<file path="config.mk">
export PLATFORM = sky130hd
export DESIGN_NAME = rpv_rot_pair
export DESIGN_NICKNAME = d
export VERILOG_FILES = /design/src/rtl/rpv_pkg.sv /design/src/rtl/rpv_rot_pair.sv
export SDC_FILE = /design/constraint.sdc
export NUM_CORES = 2
export LEC_CHECK = 0
export ABC_AREA = 1
export BUFFER_PORTS_ARGS = -buffer_cell sky130_fd_sc_hd__buf_4
export CORE_MARGIN = 5
export CORE_UTILIZATION = 40
export DETAILED_ROUTE_END_ITERATION = 10
export PLACE_DENSITY_LB_ADDON = 0.08
export SLEW_MARGIN = 20
export SYNTH_ARGS = -nofsm -noshare
export SYNTH_HDL_FRONTEND = slang
export SYNTH_SLANG_ARGS = --single-unit
</file>
<file path="constraint.sdc">
create_clock -name clk_i -period 4.5 [get_ports clk_i]
set_clock_uncertainty 0.2 [all_clocks]
set_input_delay 0.45 -clock clk_i [delete_from_list [all_inputs] [get_ports clk_i]]
set_output_delay 0.45 -clock clk_i [all_outputs]
set_load 0.01 [all_outputs]
</file>
<file path="src/rtl/rpv_pkg.sv">
// shared constants, types and sine table for the vertex rotate and project unit
package rpv_pkg;

  // number formats
  localparam int unsigned FracBits    = 8;
  localparam int unsigned TrigBits    = 14;
  localparam int unsigned HalfCircle  = 180;
  localparam int unsigned QuarterTurn = HalfCircle / 2;
  localparam int unsigned FullCircle  = 2 * HalfCircle;

  // field widths
  localparam int unsigned AngleW   = 9;
  localparam int unsigned DistW    = 24;
  localparam int unsigned ScaleW   = 16;
  localparam int unsigned VertW    = 16;
  localparam int unsigned OutW     = 32;
  localparam int unsigned StatusW  = 2;
  localparam int unsigned CfgIdxW  = 3;
  localparam int unsigned CfgDataW = DistW;

  // datapath widths
  localparam int unsigned TableW = TrigBits + 1;
  localparam int unsigned TrigW  = TrigBits + 2;
  localparam int unsigned IdxW   = $clog2(QuarterTurn + 1);
  localparam int unsigned CoordW = 20;
  localparam int unsigned MagW   = CoordW;
  localparam int unsigned ProdW  = CoordW + TrigW;
  localparam int unsigned PW     = 2 * ScaleW;
  localparam int unsigned VdW    = MagW + DistW;
  localparam int unsigned VdLoW  = VdW / 2;
  localparam int unsigned VdHiW  = VdW - VdLoW;
  localparam int unsigned NumW   = VdW + PW;
  localparam int unsigned DenW   =
    ((CoordW + PW > DistW + 2 * FracBits) ? CoordW + PW : DistW + 2 * FracBits) + 1;
  localparam int unsigned QuotW  = OutW + 1;

  // register indexes of the configuration port
  typedef enum logic [CfgIdxW-1:0] {
    CFG_ANGLE_X      = 3'd0,
    CFG_ANGLE_Y      = 3'd1,
    CFG_ANGLE_Z      = 3'd2,
    CFG_OBSERVER     = 3'd3,
    CFG_SCALE        = 3'd4,
    CFG_SPACE_LENGTH = 3'd5
  } cfg_reg_e;

  // result status codes
  typedef enum logic [StatusW-1:0] {
    STATUS_OK       = 2'd0,
    STATUS_SAT      = 2'd1,
    STATUS_ZERO_DEN = 2'd2
  } status_e;

  // products handed from a projection to its divider
  typedef struct packed {
    logic [NumW-1:0] num_x;
    logic [NumW-1:0] num_y;
    logic [DenW-1:0] den;
    logic            neg_x;
    logic            neg_y;
    logic            zero;
  } proj_t;

  // divider results
  typedef struct packed {
    logic [OutW-1:0] res_x;
    logic [OutW-1:0] res_y;
    logic            sat;
    logic            zero;
  } div_res_t;

  // quarter-wave sine, Q1.14
  localparam logic [TableW-1:0] QuarterSine [QuarterTurn+1] = '{
    15'd0, 15'd286, 15'd572, 15'd857, 15'd1143, 15'd1428, 15'd1713, 15'd1997,
    15'd2280, 15'd2563, 15'd2845, 15'd3126, 15'd3406, 15'd3686, 15'd3964, 15'd4240,
    15'd4516, 15'd4790, 15'd5063, 15'd5334, 15'd5604, 15'd5872, 15'd6138, 15'd6402,
    15'd6664, 15'd6924, 15'd7182, 15'd7438, 15'd7692, 15'd7943, 15'd8192, 15'd8438,
    15'd8682, 15'd8923, 15'd9162, 15'd9397, 15'd9630, 15'd9860, 15'd10087, 15'd10311,
    15'd10531, 15'd10749, 15'd10963, 15'd11174, 15'd11381, 15'd11585, 15'd11786,
    15'd11982, 15'd12176, 15'd12365, 15'd12551, 15'd12733, 15'd12911, 15'd13085,
    15'd13255, 15'd13421, 15'd13583, 15'd13741, 15'd13894, 15'd14044, 15'd14189,
    15'd14330, 15'd14466, 15'd14598, 15'd14726, 15'd14849, 15'd14968, 15'd15082,
    15'd15191, 15'd15296, 15'd15396, 15'd15491, 15'd15582, 15'd15668, 15'd15749,
    15'd15826, 15'd15897, 15'd15964, 15'd16026, 15'd16083, 15'd16135, 15'd16182,
    15'd16225, 15'd16262, 15'd16294, 15'd16322, 15'd16344, 15'd16362, 15'd16374,
    15'd16382, 15'd16384
  };

  // fold angles 360..511 back into one turn
  function automatic logic [AngleW-1:0] norm_angle(input logic [AngleW-1:0] a);
    return (a >= AngleW'(FullCircle)) ? AngleW'(a - AngleW'(FullCircle)) : a;
  endfunction

  // sine from the quarter table by quadrant
  function automatic logic signed [TrigW-1:0] sine_of(input logic [AngleW-1:0] a);
    logic [AngleW-1:0]       n;
    logic [AngleW-1:0]       i;
    logic                    neg;
    logic signed [TrigW-1:0] mag;
    n = norm_angle(a);
    priority if (n <= AngleW'(QuarterTurn)) begin
      i   = n;
      neg = 1'b0;
    end else if (n <= AngleW'(HalfCircle)) begin
      i   = AngleW'(AngleW'(HalfCircle) - n);
      neg = 1'b0;
    end else if (n <= AngleW'(HalfCircle + QuarterTurn)) begin
      i   = AngleW'(n - AngleW'(HalfCircle));
      neg = 1'b1;
    end else begin
      i   = AngleW'(AngleW'(FullCircle) - n);
      neg = 1'b1;
    end
    mag = $signed(TrigW'(QuarterSine[i[IdxW-1:0]]));
    return neg ? -mag : mag;
  endfunction

  function automatic logic signed [TrigW-1:0] cosine_of(input logic [AngleW-1:0] a);
    return sine_of(AngleW'(norm_angle(a) + AngleW'(QuarterTurn)));
  endfunction

endpackage

</file>
<file path="src/rtl/rpv_rot_pair.sv">
// two-stage plane rotation of one coordinate pair, Q1.14 coefficients
module rpv_rot_pair import rpv_pkg::*; (
  input  logic                     clk_i,
  input  logic                     rst_ni,
  input  logic                     en_i,
  input  logic                     valid_i,
  input  logic signed [CoordW-1:0] a_i,
  input  logic signed [CoordW-1:0] b_i,
  input  logic signed [CoordW-1:0] pass_i,
  input  logic signed [TrigW-1:0]  cos_i,
  input  logic signed [TrigW-1:0]  sin_i,
  output logic                     valid_o,
  output logic signed [CoordW-1:0] a_o,
  output logic signed [CoordW-1:0] b_o,
  output logic signed [CoordW-1:0] pass_o
);

  localparam int unsigned SumW = ProdW + 1;
  localparam logic signed [SumW-1:0] RoundHalf = SumW'(1) << (TrigBits - 1);

  logic                     vld1_q, vld2_q;
  logic signed [ProdW-1:0]  ac_d, bs_d, bc_d, as_d;
  logic signed [ProdW-1:0]  ac_q, bs_q, bc_q, as_q;
  logic signed [CoordW-1:0] pass1_q, pass2_q;
  logic signed [SumW-1:0]   sum_a, sum_b;
  logic signed [CoordW-1:0] a_d, b_d, a_q, b_q;

  // stage 1: the four products
  always_comb begin
    ac_d = ProdW'(a_i) * ProdW'(cos_i);
    bs_d = ProdW'(b_i) * ProdW'(sin_i);
    bc_d = ProdW'(b_i) * ProdW'(cos_i);
    as_d = ProdW'(a_i) * ProdW'(sin_i);
  end

  // stage 2: sums, round half up and floor shift
  always_comb begin
    sum_a = SumW'(ac_q) - SumW'(bs_q) + RoundHalf;
    sum_b = SumW'(bc_q) + SumW'(as_q) + RoundHalf;
    a_d   = CoordW'(sum_a >>> TrigBits);
    b_d   = CoordW'(sum_b >>> TrigBits);
  end

  // valid pipe
  always_ff @(posedge clk_i or negedge rst_ni) begin
    if (!rst_ni) begin
      vld1_q <= 1'b0;
      vld2_q <= 1'b0;
    end else if (en_i) begin
      vld1_q <= valid_i;
      vld2_q <= vld1_q;
    end
  end

  // data pipe
  always_ff @(posedge clk_i) begin
    if (en_i) begin
      ac_q    <= ac_d;
      bs_q    <= bs_d;
      bc_q    <= bc_d;
      as_q    <= as_d;
      pass1_q <= pass_i;
      a_q     <= a_d;
      b_q     <= b_d;
      pass2_q <= pass1_q;
    end
  end

  assign valid_o = vld2_q;
  assign a_o     = a_q;
  assign b_o     = b_q;
  assign pass_o  = pass2_q;

endmodule

</file>
# Word level (Yosys, flattened, before mapping)
# Index checks and enable logic that the tools add are counted.
dict set report op_classes {
  multipliers 4
  n_addsub 4
}
# cell n
set ops {}
lappend ops {{multiplier 20 x 16 -> 34 bit} 4}
lappend ops {{adder 34 x 15 -> 34 bit, second input constant} 2}
lappend ops {{adder 34 bit} 1}
lappend ops {{subtractor 34 bit} 1}
dict set report totals {
  output_inout_bits 61
  inputBits 96
  reg_bits 218
  wordCells 18
}

# Longest topological paths before layout
dict set report logic_depth {
  depth_word 2
  mapped_depth 28
  mapped_depth_nobuf 27
}

# Worst setup path after synthesis
# OpenSTA, ideal clock, no wires.
dict set report synth_timing {
  kind {input port to flip-flop}
  from {input port b_i[19]}
  to {register bs_q[29], data pin}
  stages 19
  setup_time_ps 253
  t_arrival_ps 5539
  path_slack_ps -1492
  required_ps 4047
  path_buffers 2
  path_cell_list {clkbuf_1 -> clkbuf_1 -> nand2_1 -> inv_1 -> fa_1 -> fa_1 -> inv_1 -> fa_1 -> fa_1 -> fa_1 -> fa_1 -> inv_1 -> ha_1 -> nand2_1 -> nor2_1 -> nand2_1 -> or2_2 -> nand4_1 -> nand2_1}
}
dict set report synth_between {
  elab_chain_len 1
}
# element line
set synth_lines {}
lappend synth_lines {{start: declaration} rpv_rot_pair.sv:8} ;# input logic signed [CoordW-1:0] b_i,
lappend synth_lines {{multiplier 20 x 16 -> 34 bit} rpv_rot_pair.sv:31} ;# bs_d = ProdW'(b_i) * ProdW'(sin_i);
lappend synth_lines {{net bs_d[29]} rpv_rot_pair.sv:22} ;# logic signed [ProdW-1:0] ac_d, bs_d, bc_d, as_d;
lappend synth_lines {{end signal: assignment} rpv_rot_pair.sv:59} ;# bs_q <= bs_d;
lappend synth_lines {{end: declaration} rpv_rot_pair.sv:23} ;# logic signed [ProdW-1:0] ac_q, bs_q, bc_q, as_q;
# The timed path passes the listed nets, and every way through them passes these cells.
# A chain may end at the register's enable or synchronous reset.

# Final worst setup path
dict set report layout_timing {
  from {input port sin_i[15]}
  to {register as_q[33], data pin}
}
dict set report layout_between {
  elab_chain_len 1
}
# element line
set layout_lines {}
lappend layout_lines {{start: declaration} rpv_rot_pair.sv:11} ;# input logic signed [TrigW-1:0] sin_i,
lappend layout_lines {{multiplier 20 x 16 -> 34 bit} rpv_rot_pair.sv:33} ;# as_d = ProdW'(a_i) * ProdW'(sin_i);
lappend layout_lines {{net as_d[33]} rpv_rot_pair.sv:22}
lappend layout_lines {{end signal: assignment} rpv_rot_pair.sv:61} ;# as_q <= as_d;
lappend layout_lines {{end: declaration} rpv_rot_pair.sv:23}
# The timed path passes the listed nets, and every way through them passes these cells.

==> key figures <==
GRT
  • First-pass GRT wire length: approximately 300,000 um
  • Vias in the first global route: 52,582
  • Grt ovf: 0
  • Largest net degree at the start of global routing: 65
  • Total track usage: 0.241
  • Initial antenna violation count: 6

Clocking
  • Clk sinks: 218
  • Clock Latency Late Sink: 0.61 ns
  • Clk buf depth: 3
  • CTS tree: yes
  • CTS Buf Count: 29
  • H-tree depth: 1
  • Clock transition at path regs: 0.07 ns
  • Clock Root Buffer: clkbuf_16

Routing
  • Via Count: 50,175
  • Wl on met1: 88,200 um
  • Drt pass-1 iters: 5
  • Routed wl met3: approximately 11,000 um
  • DRC viols: 0
  • Routed wl met2: roughly 87,000 um
  • DRT Wirelength: ~190,000 um
  • Top Layer Used: met5
  • 1st-iter DRT viols: 3,036
  • Vias per cell: 4.73
  • DRT antenna net count: 0
  • WL/cell: ~18 um

Worst setup path
  • CP max stage delay: 0.54 ns
  • CP startpoint: sin_i[15]
  • Critical path data arrival time: 5.42 ns
  • Worst Path Required: 4.66 ns
  • Critical path buffers and inverters: 8
  • Critical path capture point type: register
  • Crit path depth: 25
  • Reg2reg start: ac_q[14]$_DFFE_PP_
  • Cell family with most CP delay: adder cells
  • Startpoint Class: input port
  • R2r worst-path depth: 11
  • Top cell by count, worst path: fa_1
  • Critical path peak fanout: 8
  • Slowest CP cell: fa_1
  • Setup CP Type: in2reg
  • Worst R2R Setup Slack: 1.48 ns
  • Reg-to-Reg End: a_o[17]$_DFFE_PP_

Yosys
  • Area leader, netlist: fa_1
  • Synth Instances: 7,717
  • Yosys cell types: 42
  • Mapped Avg Cell Area: between 7 and 8 um2
  • Post-synth top area share: 0.402
  • Sequential area share after synthesis: 0.108
  • Synth Cell Area: 0.0605 mm2
  • Syn Nets: 9,503
  • Synth area leaders: fa_1 40%, inv_1 15%, nand2_1 13%, edfxtp_1 11%, ha_1 9.8%
  • Yosys warnings: 0
  • #FFs+latches synth: 218

Outcome
  • Run status: finished with violations
  • Failing checks: setup timing

Timing
  • Final period utilization: 1.17
  • Final setup vio count: approximately 100
  • Slew @ Worst Pin: 0.761 ns
  • Post-route minimum period: 5.26 ns
  • RSZ-0062 raised after global routing: true
  • F_max: roughly 0.19 GHz
  • Final hold violations: 0
  • Rel. slew slack: 0.492
  • Final worst slack: -0.762 ns
  • Max Transition Viols Final: 0

Hold path
  • HP Class: in2reg
  • Hold Path Stages: 1
  • Hold-critical path endpoint: bc_q[31]$_DFFE_PP_
  • Hold_sp: en_i

Floorplan
  • Num ports: approximately 160
  • Die Area: 0.159 mm2
  • Core area: 0.150 mm2
  • Starting Density: 0.403
  • Die Width: 399 um
  • Die Height: 399 um
  • FP Rows: 142

Placement
  • RePlAce Congestion: 0.915
  • I/O Buffers: 156
  • Worst slack at placement: -1.68 ns
  • HPWL reported at the end of detailed placement: 157,000 um
  • Inst Count DP: 10,410

Finish
  • Final-layout fill cell count: around 15,000
  • Area grow syn2layout: 28.2%
  • Non-filler instance count after layout: 10,608
  • Nets: about 10,000
  • Fraction of layout cells with a size suffix above 1: 0.228

Run
  • Max Cap Violations: 0
[placed cells by master (no fill, tap or decap), types with 10 or more instances in the layout]
cell type,instances
nand2_1,1840
buf_6,68
buf_12,88
nand3_1,147
o21ai_1,26
dlygate4sd3_1,23
inv_1,2241
nor3_2,10
nor2_2,49
nor2_1,212
o21ai_2,25
nand3b_1,12
nor3_1,16
o21bai_1,15
xnor2_1,23
clkbuf_16,32
fa_1,1148
ha_1,365
ha_4,103
a21oi_1,88
inv_2,127
buf_8,21
edfxtp_1,216
nor2_4,65
fa_2,68
a21oi_4,35
buf_16,15
a21oi_2,70
nand3_2,25
buf_4,847
o21ai_0,63
nand2_4,76
nand2_2,124
xor2_2,13
nand4_1,39
xor2_1,83
a21o_1,24
[flip-flops by register name, indices dropped and copies added, names as in the netlist]
register and cells:
bs_q 34, pass_o 20, as_q 34, bc_q 34, ac_q 34, b_o 20, valid_o 1, vld1_q 1
pass1_q 20, a_o 20
[stage by stage]
| stage | instance area (um2) | hold slack [ns] | utilization | TNS [ns] |
|---|---|---|---|---|
| floorplan | 64200 | -0.0456 | - | -68.96 |
| global placement | 72100 | 0.0333 | 0.480 | -144.43 |
| detailed placement | 72100 | 0.0346 | 0.480 | -146.52 |
| CTS | 76200 | 0.134 | 0.507 | -56.53 |
| global route | 77600 | 0.124 | 0.517 | -74.43 |
| finish | 77600 | 0.112 | 0.517 | -58.76 |
[cell usage after synthesis (all sizes together)]
library cell  count
inv            2375
nand2          2042
fa             1216
ha              474
nor2            326
clkbuf          241
edfxtp          216
a21oi           193
nand3           176
o21ai           115
xor2            100
nand4            39
nor3             32
a21o             25
o21bai           25
xnor2            23
a21boi           14
or2              13
nand3b           12
o211ai           10
buf               9
a31oi             8
o21a              8
nor4              7
and2              5
and3              4
nand2b            4
nor3b             3
dfrtp             2
[logic make-up (layout without fill, tap and decap cells)]
family | after synthesis | count (layout) | share of synthesized area
adders and majority gates | 1690 | 1690 | 0.500
AOI/OAI and AO/OA | 398 | 398 | 0.0368
and+or+nand+nor | 2663 | 2663 | 0.175
xor gates and xnor gates | 123 | 123 | 0.0178
buffers and inverters | 2625 | 3498 | 0.163
other | 0 | 2 | 0
DFF | 218 | 218 | 0.108
[timing repair]
action | CTS | global route
endpoints found under the setup margin | 104 | 104
pin swaps | 213 | 201
hold endpoints to repair | 23 | 0
cloned | 12 | 3
resized for setup | 469 | 314
setup buffers | 77 | 33
hold buffers | 23 | 0
[final cells by class]
| type | count | area [um2] | share of cell area |
|---|---|---|---|
| Clock buffer | 30 | 729 | 0.00940 |
| Clock inverter | 23 | 277 | 0.00356 |
| Antenna cell | 2 | 5.00 | 0.0000645 |
| Tap cell | 2016 | 2520 | 0.0325 |
| Timing Repair Buffer | 1070 | 10100 | 0.130 |
| Inverter | 2375 | 8940 | 0.115 |
| Multi-Input combinational cell | 4874 | 48500 | 0.625 |
| Sequential cell | 218 | 6540 | 0.0842 |
[worst max path at each step]
| stage | end | slack (ns) |
|---|---|---|
| after floorplan | bc_q[29]$_DFFE_PP_ | -1.07 |
| final | as_q[33]$_DFFE_PP_ | -0.76 |
| after CTS | bs_q[33]$_DFFE_PP_ | -0.74 |
| after global placement | as_q[33]$_DFFE_PP_ | -1.63 |
| after global routing | bc_q[32]$_DFFE_PP_ | -0.90 |
| after detailed placement | as_q[33]$_DFFE_PP_ | -1.68 |
[metal layers]
layer,vias to the layer above,track usage
li1,23828,-
met5,-,0
met2,1063,0.393
met1,25132,0.356
met4,2,0.0339
met3,150,0.0260
[worst register-to-register path: stages, from the launching register on]
cell and delay, ns:
edfxtp_1 0.52, ha_1 0.36, ha_1 0.36, nand2_1 0.13
nor2_1 0.25, inv_1 0.12, nor3_2 0.21, nand2_1 0.08
nand2_1 0.18, nand3_1 0.17, nand3_1 0.12, nand2_1 0.06
Power is not shown: default switching activity piles up to over one toggle a cycle in this logic, so the estimate is an artifact.
